<file path="config.mk">
export PLATFORM = sky130hd
export DESIGN_NAME = tile_param_block_framer
export DESIGN_NICKNAME = d
export VERILOG_FILES = /design/src/tpbf_pkg.sv /design/src/tile_param_block_framer.sv
export SDC_FILE = /design/constraint.sdc
export NUM_CORES = 1
export LEC_CHECK = 0
export ABC_AREA = 1
export BUFFER_PORTS_ARGS = -buffer_cell sky130_fd_sc_hd__buf_2
export CAP_MARGIN = 5
export CORE_AREA = 2 2 276 278
export DETAILED_ROUTE_END_ITERATION = 10
export DIE_AREA = 0 0 278 280
export PLACE_DENSITY = 0.69
export SLEW_MARGIN = 30
export SYNTH_ARGS = -nofsm -noshare
export SYNTH_HDL_FRONTEND = slang
export SYNTH_SLANG_ARGS = --single-unit
</file>
<file path="constraint.sdc">
create_clock -name clock -period 12.3 [get_ports clock]
set_input_delay 0 -clock clock [delete_from_list [all_inputs] [get_ports clock]]
set_output_delay 0 -clock clock [all_outputs]
set_load 0.005 [all_outputs]
</file>
<file path="src/tpbf_pkg.sv">
// Package with the types and constants of the tile parameter block framer.
package tpbf_pkg;

   typedef struct packed {
      logic        kind;
      logic [63:0] word0;
      logic [63:0] word1;
      logic [63:0] word2;
      logic [63:0] word3;
   } req_type;

   typedef struct packed {
      logic [63:0] out_word0;
      logic [63:0] out_word1;
      logic [63:0] out_word2;
      logic [63:0] out_word3;
      logic [2:0]  handler;
      logic        is_long;
      logic        half_index;
      logic        last;
      logic [4:0]  vertex_format;
   } rsp_type;

   // Request kinds.
   localparam logic KIND_DATA    = 1'b0;
   localparam logic KIND_RESTART = 1'b1;

   // Parameter types from control word bits 31:29.
   localparam logic [2:0] PTYPE_POLY   = 3'd4;
   localparam logic [2:0] PTYPE_SPRITE = 3'd5;
   localparam logic [2:0] PTYPE_VERTEX = 3'd7;

   // Handler codes.
   localparam logic [2:0] HND_NONE     = 3'd0;
   localparam logic [2:0] HND_LIST_END = 3'd1;
   localparam logic [2:0] HND_USER_CLIP = 3'd2;
   localparam logic [2:0] HND_OBJ_LIST = 3'd3;
   localparam logic [2:0] HND_POLY     = 3'd4;
   localparam logic [2:0] HND_SPRITE   = 3'd5;
   localparam logic [2:0] HND_VERTEX   = 3'd6;

   // Handler code for each parameter type, indexed by type.
   localparam logic [2:0] HANDLER_TABLE [8] = '{
      HND_LIST_END, HND_USER_CLIP, HND_OBJ_LIST, HND_NONE,
      HND_POLY, HND_SPRITE, HND_NONE, HND_VERTEX
   };

   // Vertex formats beyond the polygon table.
   localparam logic [4:0] FMT_SPRITE0 = 5'd15;
   localparam logic [4:0] FMT_SPRITE1 = 5'd16;
   localparam logic [4:0] FMT_VOLUME  = 5'd17;
   localparam logic [4:0] FMT_NONE    = 5'd18;

endpackage

</file>
<file path="src/tile_param_block_framer.sv">
// Top level of the tile parameter block framer: classification, half holding, output queue.
//
//   channel  direction  handshake             payload
//   req      in         req_valid/req_ready   req_data  (tpbf_pkg::req_type)
//   rsp      out        rsp_valid/rsp_ready   rsp_data  (tpbf_pkg::rsp_type)
//
// A request is registered when it is accepted, and its results enter the output register
// from that input register as soon as the output register can take them. One request is
// taken per cycle while req_ready is high. A request that completes a long parameter makes
// two results; no result-making request behind it advances until the queued second drains.
// Reset (synchronous, active high) drops any held half and sets the kept format to none.
// With the result side stalled, the output and input registers fill before req_ready drops.
module tile_param_block_framer (
   input  logic              clock,
   input  logic              reset,
   input  logic              req_valid,
   output logic              req_ready,
   input  tpbf_pkg::req_type req_data,
   output logic              rsp_valid,
   input  logic              rsp_ready,
   output tpbf_pkg::rsp_type rsp_data
);

   // Input register.
   logic              in_valid_ff, in_valid_in;
   tpbf_pkg::req_type in_ff;

   // Framer state.
   logic        pending_ff, pending_in;
   logic [4:0]  fmt_ff, fmt_in;
   logic [63:0] held_ff [4];

   // Output register: the visible result and one queued second result.
   logic              out_valid_ff, out_valid_in;
   logic              sec_valid_ff, sec_valid_in;
   tpbf_pkg::rsp_type out_ff, out_in;
   tpbf_pkg::rsp_type sec_ff;

   // Decode of the registered request.
   logic [31:0] pcw;
   logic [2:0]  ptype;
   logic [2:0]  list_type;
   logic        tex, vol, uv16;
   logic [1:0]  col;
   logic [4:0]  hdr_fmt;
   logic        hdr_long;
   logic        vtx_long;
   logic        is_long;
   logic        completing;
   logic        holding;
   logic        emit;
   logic        out_can_take;
   logic        advance;
   logic [2:0]  held_handler;
   tpbf_pkg::rsp_type first_rsp, second_rsp;

   assign pcw       = in_ff.word0[31:0];
   assign ptype     = pcw[31:29];
   assign list_type = pcw[26:24];
   assign tex       = pcw[3];
   assign col       = pcw[5:4];
   assign vol       = pcw[6];
   assign uv16      = pcw[0];

   // Header classification into a vertex format and a header size.
   always_comb begin
      hdr_fmt  = 5'd0;
      hdr_long = 1'b0;
      if (ptype == tpbf_pkg::PTYPE_SPRITE) begin
         hdr_fmt = tex ? tpbf_pkg::FMT_SPRITE1 : tpbf_pkg::FMT_SPRITE0;
      end else if (list_type == 3'd1 || list_type == 3'd3) begin
         // Modifier volume lists.
         hdr_fmt = tpbf_pkg::FMT_VOLUME;
      end else if (!tex && !vol) begin
         case (col)
            2'd0: hdr_fmt = 5'd0;
            2'd1: hdr_fmt = 5'd1;
            2'd2: begin
               hdr_fmt  = 5'd2;
               hdr_long = 1'b1;
            end
            default: hdr_fmt = 5'd2;
         endcase
      end else if (!tex && vol) begin
         case (col)
            2'd0: hdr_fmt = 5'd9;
            2'd1: hdr_fmt = 5'd0;
            2'd2: begin
               hdr_fmt  = 5'd10;
               hdr_long = 1'b1;
            end
            default: hdr_fmt = 5'd10;
         endcase
      end else if (!vol) begin
         case (col)
            2'd0: hdr_fmt = uv16 ? 5'd4 : 5'd3;
            2'd1: hdr_fmt = uv16 ? 5'd6 : 5'd5;
            2'd2: begin
               hdr_fmt  = uv16 ? 5'd8 : 5'd7;
               hdr_long = 1'b1;
            end
            default: hdr_fmt = uv16 ? 5'd8 : 5'd7;
         endcase
      end else begin
         case (col)
            2'd0: hdr_fmt = uv16 ? 5'd12 : 5'd11;
            2'd1: hdr_fmt = 5'd0;
            2'd2: begin
               hdr_fmt  = uv16 ? 5'd14 : 5'd13;
               hdr_long = 1'b1;
            end
            default: hdr_fmt = uv16 ? 5'd14 : 5'd13;
         endcase
      end
   end

   // Vertex size from the kept format; "none" counts as 32 bytes.
   always_comb begin
      case (fmt_ff)
         5'd5, 5'd6, 5'd11, 5'd12, 5'd13, 5'd14,
         tpbf_pkg::FMT_SPRITE0, tpbf_pkg::FMT_SPRITE1, tpbf_pkg::FMT_VOLUME:
            vtx_long = 1'b1;
         default:
            vtx_long = 1'b0;
      endcase
   end

   // Data block sizing, the new kept format, and what the block produces.
   always_comb begin
      fmt_in  = fmt_ff;
      is_long = 1'b0;
      if (ptype == tpbf_pkg::PTYPE_VERTEX) begin
         is_long = vtx_long;
      end else if (ptype == tpbf_pkg::PTYPE_POLY || ptype == tpbf_pkg::PTYPE_SPRITE) begin
         is_long = hdr_long;
         fmt_in  = hdr_fmt;
      end
      // A restart or a completing block leaves the kept format alone.
      if (in_ff.kind == tpbf_pkg::KIND_RESTART || pending_ff) begin
         fmt_in = fmt_ff;
      end
   end

   assign completing = (in_ff.kind == tpbf_pkg::KIND_DATA) && pending_ff;
   assign holding    = (in_ff.kind == tpbf_pkg::KIND_DATA) && !pending_ff && is_long;
   assign emit       = (in_ff.kind == tpbf_pkg::KIND_DATA) && !holding;

   assign held_handler = tpbf_pkg::HANDLER_TABLE[held_ff[0][31:29]];

   // Result fields for the current request.
   always_comb begin
      first_rsp.out_word0     = completing ? held_ff[0] : in_ff.word0;
      first_rsp.out_word1     = completing ? held_ff[1] : in_ff.word1;
      first_rsp.out_word2     = completing ? held_ff[2] : in_ff.word2;
      first_rsp.out_word3     = completing ? held_ff[3] : in_ff.word3;
      first_rsp.handler       = completing ? held_handler : tpbf_pkg::HANDLER_TABLE[ptype];
      first_rsp.is_long       = completing;
      first_rsp.half_index    = 1'b0;
      first_rsp.last          = !completing;
      first_rsp.vertex_format = fmt_in;

      second_rsp.out_word0     = in_ff.word0;
      second_rsp.out_word1     = in_ff.word1;
      second_rsp.out_word2     = in_ff.word2;
      second_rsp.out_word3     = in_ff.word3;
      second_rsp.handler       = held_handler;
      second_rsp.is_long       = 1'b1;
      second_rsp.half_index    = 1'b1;
      second_rsp.last          = 1'b1;
      second_rsp.vertex_format = fmt_in;
   end

   // The output register takes new results when it is empty or drains its
   // only result this cycle.
   assign out_can_take = !sec_valid_ff && (!out_valid_ff || rsp_ready);
   assign advance      = in_valid_ff && (!emit || out_can_take);
   assign req_ready    = !in_valid_ff || advance;

   assign in_valid_in = req_valid || (in_valid_ff && !advance);

   always_comb begin
      pending_in = pending_ff;
      if (advance) begin
         pending_in = holding;
      end
   end

   always_comb begin
      out_valid_in = out_valid_ff;
      sec_valid_in = sec_valid_ff;
      out_in       = out_ff;
      if (advance && emit) begin
         out_valid_in = 1'b1;
         sec_valid_in = completing;
         out_in       = first_rsp;
      end else if (out_valid_ff && rsp_ready) begin
         out_valid_in = sec_valid_ff;
         sec_valid_in = 1'b0;
         out_in       = sec_ff;
      end
   end

   always_ff @(posedge clock) begin
      if (reset) begin
         in_valid_ff  <= 1'b0;
         pending_ff   <= 1'b0;
         fmt_ff       <= tpbf_pkg::FMT_NONE;
         out_valid_ff <= 1'b0;
         sec_valid_ff <= 1'b0;
      end else begin
         in_valid_ff  <= in_valid_in;
         pending_ff   <= pending_in;
         fmt_ff       <= advance ? fmt_in : fmt_ff;
         out_valid_ff <= out_valid_in;
         sec_valid_ff <= sec_valid_in;
      end
   end

   // Payload registers carry no reset.
   always_ff @(posedge clock) begin
      if (req_ready) begin
         in_ff <= req_data;
      end
      out_ff <= out_in;
      if (advance && completing) begin
         sec_ff <= second_rsp;
      end
      if (advance && holding) begin
         held_ff[0] <= in_ff.word0;
         held_ff[1] <= in_ff.word1;
         held_ff[2] <= in_ff.word2;
         held_ff[3] <= in_ff.word3;
      end
   end

   assign rsp_valid = out_valid_ff;
   assign rsp_data  = out_ff;

   // A queued second result always sits behind a visible first result.
   a_sec_behind_out: assert property (@(posedge clock) disable iff (reset)
      sec_valid_ff |-> out_valid_ff)
      else $error("queued second half without a visible first half");

   // The first half of a long parameter is always followed by its second half.
   a_first_half_pairs: assert property (@(posedge clock) disable iff (reset)
      (out_valid_ff && out_ff.is_long && !out_ff.half_index) |-> sec_valid_ff)
      else $error("long first half without a queued second half");

   // The queued result is always the closing half of a long parameter.
   a_sec_is_last: assert property (@(posedge clock) disable iff (reset)
      sec_valid_ff |-> (sec_ff.half_index && sec_ff.last && sec_ff.is_long))
      else $error("queued result is not a closing second half");

   // No result-making request advances while a second half waits to be shown.
   a_no_accept_with_sec: assert property (@(posedge clock) disable iff (reset)
      (sec_valid_ff && in_valid_ff && emit) |-> !advance)
      else $error("result overwrote a queued second half");

endmodule
</file>
==> reports/qor.csv, run 1 <==
stage,metric,value,unit
place,place_congestion,0.804,
setup_path,worst_setup_path_end_kind,flop,
setup_path,arrival,4420,ps
place,dp_hpwl,47.3,mm
die,start_util,49.3,%
cells_and_area,multi_input_area,4910,sq um
clock_tree,cts_max_path_buffers,3,
die,dieWidth,278,um
grt,grt_pass1_wl,125,mm
power,p_int,5990,uW
clock_tree,cts_tree,done,
power,p_sw_share,20.3,%
detailed_routing,drc,0,
clock_tree,clkTransAtPathRegs,60,ps
min_path,hold_depth,2,
cells_and_area,final_layout_size_suffix_gt1_share,21.9,%
detailed_routing,ant_nets,0,
setup_path,crit_top_cell,nand2_1,
clock_tree,htreeDepth,3,
cells_and_area,layout.area.seq,31500,sq um
detailed_routing,dr.pass1.iters,7,
cells_and_area,fillers,5322,
power,clock_power_share,41.5,%
detailed_routing,wl_per_cell,19.5,um
grt,grt_max_degree,185,
run,maxCapViolations,0,
timing,max_freq,241,MHz
power,p_leak,0.0178,uW
setup_path,reg2reg_from,in_ff[222],
die,fp-row-count,101,
setup_path,reg2reg_depth,14,
grt,globalRouteOverflowTotal,0,
place,io_buffer_count,529,
synth,synthCells,2334,
timing,maxSlewHeadroom,30.7,%
detailed_routing,initialDrtViolationCount,1761,
synth,ys_seq_area_share,85.1,%
setup_path,path_buf_inv,6,
power,p_switching,1520,uW
timing,finalSetupViolCount,0,
setup_path,start_kind,flop,
synth,synthDistinctLibCells,32,
cells_and_area,final_nets,3439,
min_path,min_to,in_ff[56],
timing,slew_violations,0,
synth,synth_fp_nets,2604,
synth,ys_ff_latch,1054,
timing,hold_viol_final,0,
min_path,hp-class,input pin to flop,
synth,synth_area,37100,sq um
timing,skew,21.4,ps
min_path,hp-start,req_data[56],
die,ioPinCount,530,
power,powerDensity,161,nW/um^2
die,die_area,77800,sq um
power,vdd_ir_drop_max,0.140,mV
cells_and_area,final_common_cell,edfxtp_1,
timing,worstMarginPinSlew,1040,ps
timing,fin_setup_tns,0,ps
grt,antenna_found_initial,11,
detailed_routing,avgViaCountPerCell,5.17,
setup_path,crit_chain,inv_1 > ha_1 > inv_1 > nand2_1 > nand2_1 > nor2_1 > nand2_1 > nand4_2 > nand2_4 > inv_4 > nand2_1 > inv_8 > buf_6 > buf_4,
synth,synth_warnings,0,
clock_tree,cts_setup_buffers,0,
run_status,status,"finished, final reports clean",
clock_tree,numCtsBuffers,106,
power,power_frac_comb,3.8,%
setup_path,slowest_stage,buf_4,
timing,grt_setup_unrepaired,false,
setup_path,critPathMaxFanout,76,
detailed_routing,wirelength,82.5,mm
cells_and_area,area_growth_syn_to_layout,26.3,%
die,core,75200,sq um
synth,avgSynthCellArea,15.9,sq um
clock_tree,post_cts_resized,0,
setup_path,reg2reg_slack,8140,ps
die,die_y,280,um
setup_path,r2r_end,held_ff[1][38],
setup_path,path_class,flop to flop,
setup_path,cpLargestDelayFamily,buffers and inverters,
clock_tree,clock-sinks,1054,
detailed_routing,routed-via-count,21900,
clock_tree,cts.root.buffer_cell,clkbuf_16,
timing,fin_crit,4160,ps
power,pwr-share-seq,54.7,%
clock_tree,clock_latency,650,ps
grt,gr-usage-all-layers,20.7,%
grt,first_global_vias,22400,
timing,fin_crit_sh,33.8,%
cells_and_area,final_cell_mix,"edfxtp_1 (1043), nand2_1 (817), buf_2 (529)",
timing,hold_ws,45.6,ps
setup_path,cp.required,12560,ps
setup_path,max_stage_delay,790,ps
[layout make-up]
type,instances,area share (%)
Clock buffer,130,5.97
Antenna cell,4,0.0214
Tap cell,978,2.61
Timing Repair Buffer,811,11.9
Clock inverter,60,1.23
Sequential cell,1054,67.4
Inverter,42,0.374
Multi-Input combinational cell,1154,10.5
[layer usage]
metal,track usage [%],routed length [um],up-vias
li1,-,-,10100
met1,26.1,32400,10800
met2,35.1,41700,826
met3,4.68,5740,168
met4,7.93,2570,16
met5,0,98,-
[cells by family (layout without fill, tap and decap cells)]
kind of cell	Yosys count	after routing	share of synthesized area, %
AO/OA/AOI/OAI	43	43	0.726
adder cells (fa/ha/maj)	9	9	0.304
buffers and inverters	126	1043	1.70
flip-flops	1054	1054	85.1
other	0	4	0
AND/OR/NAND/NOR	1102	1102	12.2
[power by group through the flow]
stage / clock [uW] / combinational [uW] / sequential (uW)
2_1_floorplan: 0 / 90.3 / 4190
3_3_place_gp: 0 / 205 / 4180
3_5_place_dp: 0 / 211 / 4190
4_1_cts: 3180 / 281 / 4110
5_1_grt: 3320 / 307 / 4120
6_report: 3120 / 282 / 4110
[metrics by stage]
stage	setup slack [ps]	std cells	cell area [sq um]	utilization, %	total power (uW)
final	8140	4233	46800	62.2	7520
after global routing	7850	4232	46800	62.2	7750
after CTS	8170	4227	46700	62.1	7580
after detailed placement	8210	3777	40700	54.2	4400
after global placement	7980	3774	40700	54.1	4380
after floorplan	2680	2334	37100	-	4280
[registers in the layout, summed over array words and instances (netlist names)]
register / count
rsp_data: 267
col: 2
held_ff: 256
vtx_long: 1
sec_valid_ff: 1
in_valid_ff: 1
in_ff: 255
sec_ff: 264
fmt_ff: 5
rsp_valid: 1
pending_ff: 1
[worst max-delay path by stage]
| stage | from | end | cells after the start |
|---|---|---|---|
| 3_5_place_dp | in_ff[222] | held_ff[1][11] | 14 |
| 4_1_cts | in_ff[222] | held_ff[1][3] | 14 |
| 5_1_grt | in_ff[222] | held_ff[1][38] | 14 |
| 2_1_floorplan | in_ff[222] | col[0] | 9 |
| 6_report | in_ff[222] | held_ff[1][38] | 14 |
| 3_3_place_gp | in_ff[222] | held_ff[1][1] | 14 |
[cell usage after synthesis, drive strengths merged]
library cell	instances	area share, %
a21boi	1	0.020
a21o	2	0.041
a21oi	13	0.18
a22o	3	0.071
buf	62	1.0
clkbuf	22	0.24
dfxtp	11	0.59
edfxtp	1043	85
ha	9	0.30
inv	42	0.43
nand2	821	8.4
nand3	255	3.4
nand4	2	0.051
nor2	22	0.28
nor3	2	0.027
o211ai	12	0.24
o21ai	10	0.14
o22ai	1	0.017
o311ai	1	0.024
[worst reg2reg max path: stages, from the launching register on]
cell and delay [ps]:
edfxtp_1 470, inv_1 140, ha_1 180, inv_1 50
nand2_1 80, nand2_1 60, nor2_1 120, nand2_1 100
nand4_2 100, nand2_4 100, inv_4 120, nand2_1 150
inv_8 420, buf_6 810, buf_4 830
[repair_timing]
action,in CTS,in global routing
endpoints found under the setup margin,0,0
hold endpoints to repair,270,0
hold buffers,260,0
(Power assumes the default switching activity.)
==> run 2, diff against run 1 <==
==> constraint.sdc (replaced) <==
create_clock -name clock -period 4.1 [get_ports clock]
set_input_delay 0 -clock clock [delete_from_list [all_inputs] [get_ports clock]]
set_output_delay 0 -clock clock [all_outputs]
set_load 0.005 [all_outputs]
==> run 2 against run 1 <==
Compared with the run above:
- total power rose to 3.0 times the previous value
- critical path type is now flop to primary output
- non-clock buffer count up 21
- final cell count rose by 0.64%
==> reports/qor.csv, run 2 (synthesis results as in run 1) <==
stage,metric,value,unit
run_status,status,"finished, final reports clean",
cells_and_area,multi_input_area,4940,sq um
min_path,hp-start,req_data[54],
place,dp_cells,3799,
cells_and_area,final_layout_size_suffix_gt1_share,22.8,%
die,ioPinCount,530,
clock_tree,cts_tree,done,
timing,max_freq,315,MHz
clock_tree,numCtsBuffers,105,
run,maxCapViolations,0,
power,vdd_ir_drop_max,0.312,mV
timing,hold_viol_final,0,
setup_path,reg2reg_from,in_ff[222],
clock_tree,clock-sinks,1054,
power,pwr-share-seq,54.6,%
min_path,hold_depth,2,
setup_path,start_kind,flop,
grt,antenna_found_initial,12,
detailed_routing,avgViaCountPerCell,5.14,
power,p_switching,4650,uW
setup_path,worst_setup_path_end_kind,primary output,
die,start_util,49.3,%
grt,grt_pass1_wl,125,mm
timing,slew_violations,0,
die,fp-row-count,101,
cells_and_area,final_common_cell,edfxtp_1,
power,p_int,17900,uW
detailed_routing,initialDrtViolationCount,1918,
timing,fin_crit,3180,ps
setup_path,path_class,flop to primary output,
detailed_routing,wirelength,83.3,mm
cells_and_area,largest_register_ffs,267,
die,die_y,280,um
die,die_area,77800,sq um
detailed_routing,drc,0,
power,p_sw_share,20.6,%
setup_path,reg2reg_slack,1060,ps
place,io_buffer_count,529,
detailed_routing,ant_nets,0,
cells_and_area,fin_cells,4260,
grt,gr-usage-all-layers,20.9,%
min_path,min_to,in_ff[54],
clock_tree,cts.root.buffer_cell,clkbuf_16,
timing,skew,29.2,ps
grt,globalRouteOverflowTotal,0,
place,dp_hpwl,49.2,mm
place,place_congestion,0.812,
cells_and_area,final_nets,3459,
clock_tree,cts_setup_buffers,0,
power,clock_power_share,41.6,%
timing,grt_setup_unrepaired,false,
cells_and_area,final_cell_mix,"edfxtp_1 (1043), nand2_1 (815), buf_2 (529)",
detailed_routing,routed-via-count,21900,
setup_path,r2r_end,rsp_data[75],
die,core,75200,sq um
power,p_leak,0.0179,uW
timing,finalSetupViolCount,0,
cells_and_area,layout.area.seq,31500,sq um
power,powerDensity,480,nW/um^2
setup_path,arrival,3180,ps
clock_tree,htreeDepth,3,
die,dieWidth,278,um
grt,grt_max_degree,117,
setup_path,cp.required,4100,ps
setup_path,critPathMaxFanout,82,
clock_tree,cts_max_path_buffers,3,
cells_and_area,area_growth_syn_to_layout,27.1,%
cells_and_area,fillers,5241,
power,p_total,22600,uW
power,power_frac_comb,3.8,%
detailed_routing,dr.pass1.iters,5,
setup_path,reg2reg_depth,15,
timing,worstMarginPinSlew,699,ps
clock_tree,clock_latency,660,ps
detailed_routing,wl_per_cell,19.5,um
timing,fin_crit_sh,77.5,%
grt,first_global_vias,22200,
clock_tree,post_cts_resized,0,
clock_tree,clkTransAtPathRegs,60,ps
min_path,hp-class,input pin to flop,
timing,maxSlewHeadroom,53.4,%
[run 2: per-stage QoR]
stage | instance area, sq um | hold slack [ps] | util [%] | worst slack (ps) | setup TNS [ps]
after floorplan | 37100 | 69.1 | - | -1410 | -370580
after global placement | 41100 | 177 | 54.6 | 1130 | 0
after detailed placement | 41100 | 178 | 54.6 | 1080 | 0
after CTS | 47100 | 2.63 | 62.6 | 842 | 0
after global routing | 47100 | 25.2 | 62.6 | 689 | 0
final | 47100 | 46.3 | 62.6 | 923 | 0
[run 2: worst max-delay path by stage]
stage,depth (start not counted),start,slack (ps),end
2_1_floorplan,11,in_ff[222],-1410,held_ff[0][0]
3_3_place_gp,15,in_ff[222],1130,rsp_data[55]
3_5_place_dp,15,in_ff[222],1080,rsp_data[75]
4_1_cts,12,in_ff[222],840,req_ready
5_1_grt,12,in_ff[222],690,req_ready
6_report,12,in_ff[222],920,req_ready
[run 2: power by group through the flow]
stage / clock network [uW] / registers [uW] / logic [uW]
2_1_floorplan: 0 / 12500 / 274
3_3_place_gp: 0 / 12500 / 637
3_5_place_dp: 0 / 12600 / 652
4_1_cts: 9530 / 12300 / 859
5_1_grt: 9980 / 12400 / 933
6_report: 9390 / 12300 / 860
[run 2: layout make-up]
type / instances / area share (%)
Clock buffer: 127 / 5.80
Tap cell: 978 / 2.60
Inverter: 42 / 0.369
Multi-Input combinational cell: 1154 / 10.5
Clock inverter: 69 / 1.46
Sequential cell: 1054 / 67.0
Timing Repair Buffer: 832 / 12.3
Antenna cell: 4 / 0.0213
[run 2: repair_timing]
action | CTS | global route
hold endpoints to repair | 269 | 0
endpoints found under the setup margin | 0 | 0
hold buffers | 261 | 0
[run 2: routing by layer]
metal	up-vias	GRT usage, %	wire length (um)
met2	875	35.4	41500
met3	194	4.85	6370
met4	16	8.36	3060
met1	10700	26.2	32200
met5	-	0	103
li1	10100	-	-
[run 2: worst max-delay path, cell delays in order, from the launching register on]
cell and delay (ps):
edfxtp_1 460, inv_1 120, ha_2 200, inv_1 40, nand2_1 80, nand2_1 50
nor2_1 120, nand2_1 100, nand2_1 180, nor2_4 70, nand3_4 380, buf_12 400
buf_2 210
==> run 3, diff against run 2 <==
==> constraint.sdc (replaced) <==
create_clock -name clock -period 3.14 [get_ports clock]
set_input_delay 0 -clock clock [delete_from_list [all_inputs] [get_ports clock]]
set_output_delay 0 -clock clock [all_outputs]
set_load 0.005 [all_outputs]
==> run 3 against run 2 <==
Compared with the run above:
- final cell count increased by 0.21%
- register-to-register slack got worse by 880 ps
- design area increased by 0.92%
- clock skew increased by 12 ps
- flip-flop and latch count unchanged
- combinational power increased by 36%
- die area unchanged
- total power increased by 31%
==> reports/qor.csv, run 3 (synthesis results as in run 1) <==
stage,metric,value,unit
cells_and_area,area_growth_syn_to_layout,28.2,%
clock_tree,cts_tree,done,
setup_path,path_class,flop to flop,
power,p_leak,0.0181,uW
cells_and_area,final_common_cell,edfxtp_1,
die,start_util,49.3,%
setup_path,arrival,3500,ps
timing,maxSlewHeadroom,56.2,%
die,fp-row-count,101,
cells_and_area,post-route-util,63.2,%
timing,fin_crit,2960,ps
grt,gr-max-usage-layer,met2,
timing,finalSetupViolCount,0,
die,die_y,280,um
setup_path,cp-startpoint,in_ff[221],
detailed_routing,avgViaCountPerCell,5.14,
clock_tree,cts.root.buffer_cell,clkbuf_16,
timing,fin_crit_sh,94.3,%
place,dp_slack,402,ps
setup_path,reg2reg_depth,14,
timing,worstMarginPinSlew,658,ps
detailed_routing,wl_per_cell,19.7,um
clock_tree,numCtsBuffers,104,
die,ioPinCount,530,
detailed_routing,ant_nets,0,
die,core,75200,sq um
cells_and_area,final_layout_size_suffix_gt1_share,22.7,%
timing,max_freq,338,MHz
timing,worst_slack,177,ps
setup_path,reg2reg_from,in_ff[221],
clock_tree,clock-sinks,1054,
place,place_congestion,0.875,
grt,grt_use_met3,4.82,%
min_path,hp-class,input pin to flop,
grt,antenna_found_initial,11,
setup_path,reg2reg_slack,180,ps
detailed_routing,routed-via-count,21900,
timing,fin_setup_tns,0,ps
clock_tree,clkTransAtPathRegs,60,ps
detailed_routing,initialDrtViolationCount,1957,
clock_tree,htreeDepth,3,
detailed_routing,drc,0,
timing,hold_ws,48.4,ps
clock_tree,cts_max_path_buffers,3,
grt,gr-usage-met2,35.4,%
die,die_area,77800,sq um
die,dieWidth,278,um
setup_path,cp.required,3670,ps
detailed_routing,dr.pass1.iters,5,
setup_path,setup.worst_path.end,in_valid_ff,
grt,grt_max_degree,86,
place,io_buffer_count,529,
timing,slew_violations,0,
grt,grt_pass1_wl,126,mm
grt,met1_usage,26.3,%
grt,gr-usage-all-layers,21.1,%
timing,skew,41.2,ps
timing,grt_setup_unrepaired,false,
setup_path,r2r_end,in_valid_ff,
detailed_routing,wirelength,84.0,mm
power,p_total,29700,uW
cells_and_area,largest_register_ffs,267,
cells_and_area,final_nets,3476,
setup_path,critPathMaxFanout,22,
power,powerDensity,624,nW/um^2
run_status,status,"finished, final reports clean",
grt,first_global_vias,22500,
setup_path,start_kind,flop,
cells_and_area,final_cell_mix,"edfxtp_1 (1043), nand2_1 (815), buf_2 (529)",
timing,hold_viol_final,0,
place,dp_hpwl,50.3,mm
setup_path,worst_setup_path_end_kind,flop,
grt,globalRouteOverflowTotal,0,
power,vdd_ir_drop_max,0.496,mV
clock_tree,clock_latency,650,ps
run,maxCapViolations,0,
[run 3: worst min-delay path by stage]
stage                   from     endpoint  depth (start not counted)
6_report        req_data[11]    in_ff[11]                          2
2_1_floorplan          reset  in_valid_ff                          1
4_1_cts         req_data[72]    in_ff[72]                          2
3_3_place_gp   req_data[208]   in_ff[208]                          1
3_5_place_dp    req_data[91]    in_ff[91]                          1
5_1_grt         req_data[70]    in_ff[70]                          2
[run 3: timing repair]
item                                   CTS  global route
setup endpoints to repair                1             1
endpoints found under the hold margin  282             0
hold buffers                           264             0
resized for setup                        1             2
gates cloned                             0             0
buffers inserted                         1             0
pin swaps                                1             0
[run 3: report_power, final]
group	leakage [uW]	internal [uW]	total, uW	switching [uW]
registers	0.0101	15900	16100	218
logic	0.00630	568	1170	606
clock network	0.00165	7210	12400	5170
[run 3: area by class of cell]
type	count	area (sq um)
well taps	978	1220
clock buffers	131	2750
repair buffers	850	6210
clock inverters	55	679
multi-input cells	1154	4940
fillers	5137	27700
inverters	42	174
diodes	5	12.5
flip-flops and latches	1054	31500
[run 3: through the flow]
step	instance area (sq um)	instances
after detailed placement	41400	3813
final	47500	4269
after floorplan	37100	2334
after global placement	41400	3813
after global routing	47500	4267
after CTS	47500	4264
[run 3: critical path, cell delays in order (launching register included)]
cell           delay (ps)
edfxtp_1              470
inv_1                 160
ha_1                  170
inv_1                  40
nand2_1                70
nand2_1                60
nor2_1                110
nand2_1                90
nand2_1               200
nor2_4                 80
nand3_4               120
buf_6                 280
buf_6                 280
a21oi_1               120
dlygate4sd3_1         600
[run 3: metal layers]
metal | vias up | part of all wire [%]
met4 | 16 | 4.0
met1 | 10700 | 38
met5 | - | 0.11
met2 | 875 | 50
li1 | 10100 | -
met3 | 207 | 7.5
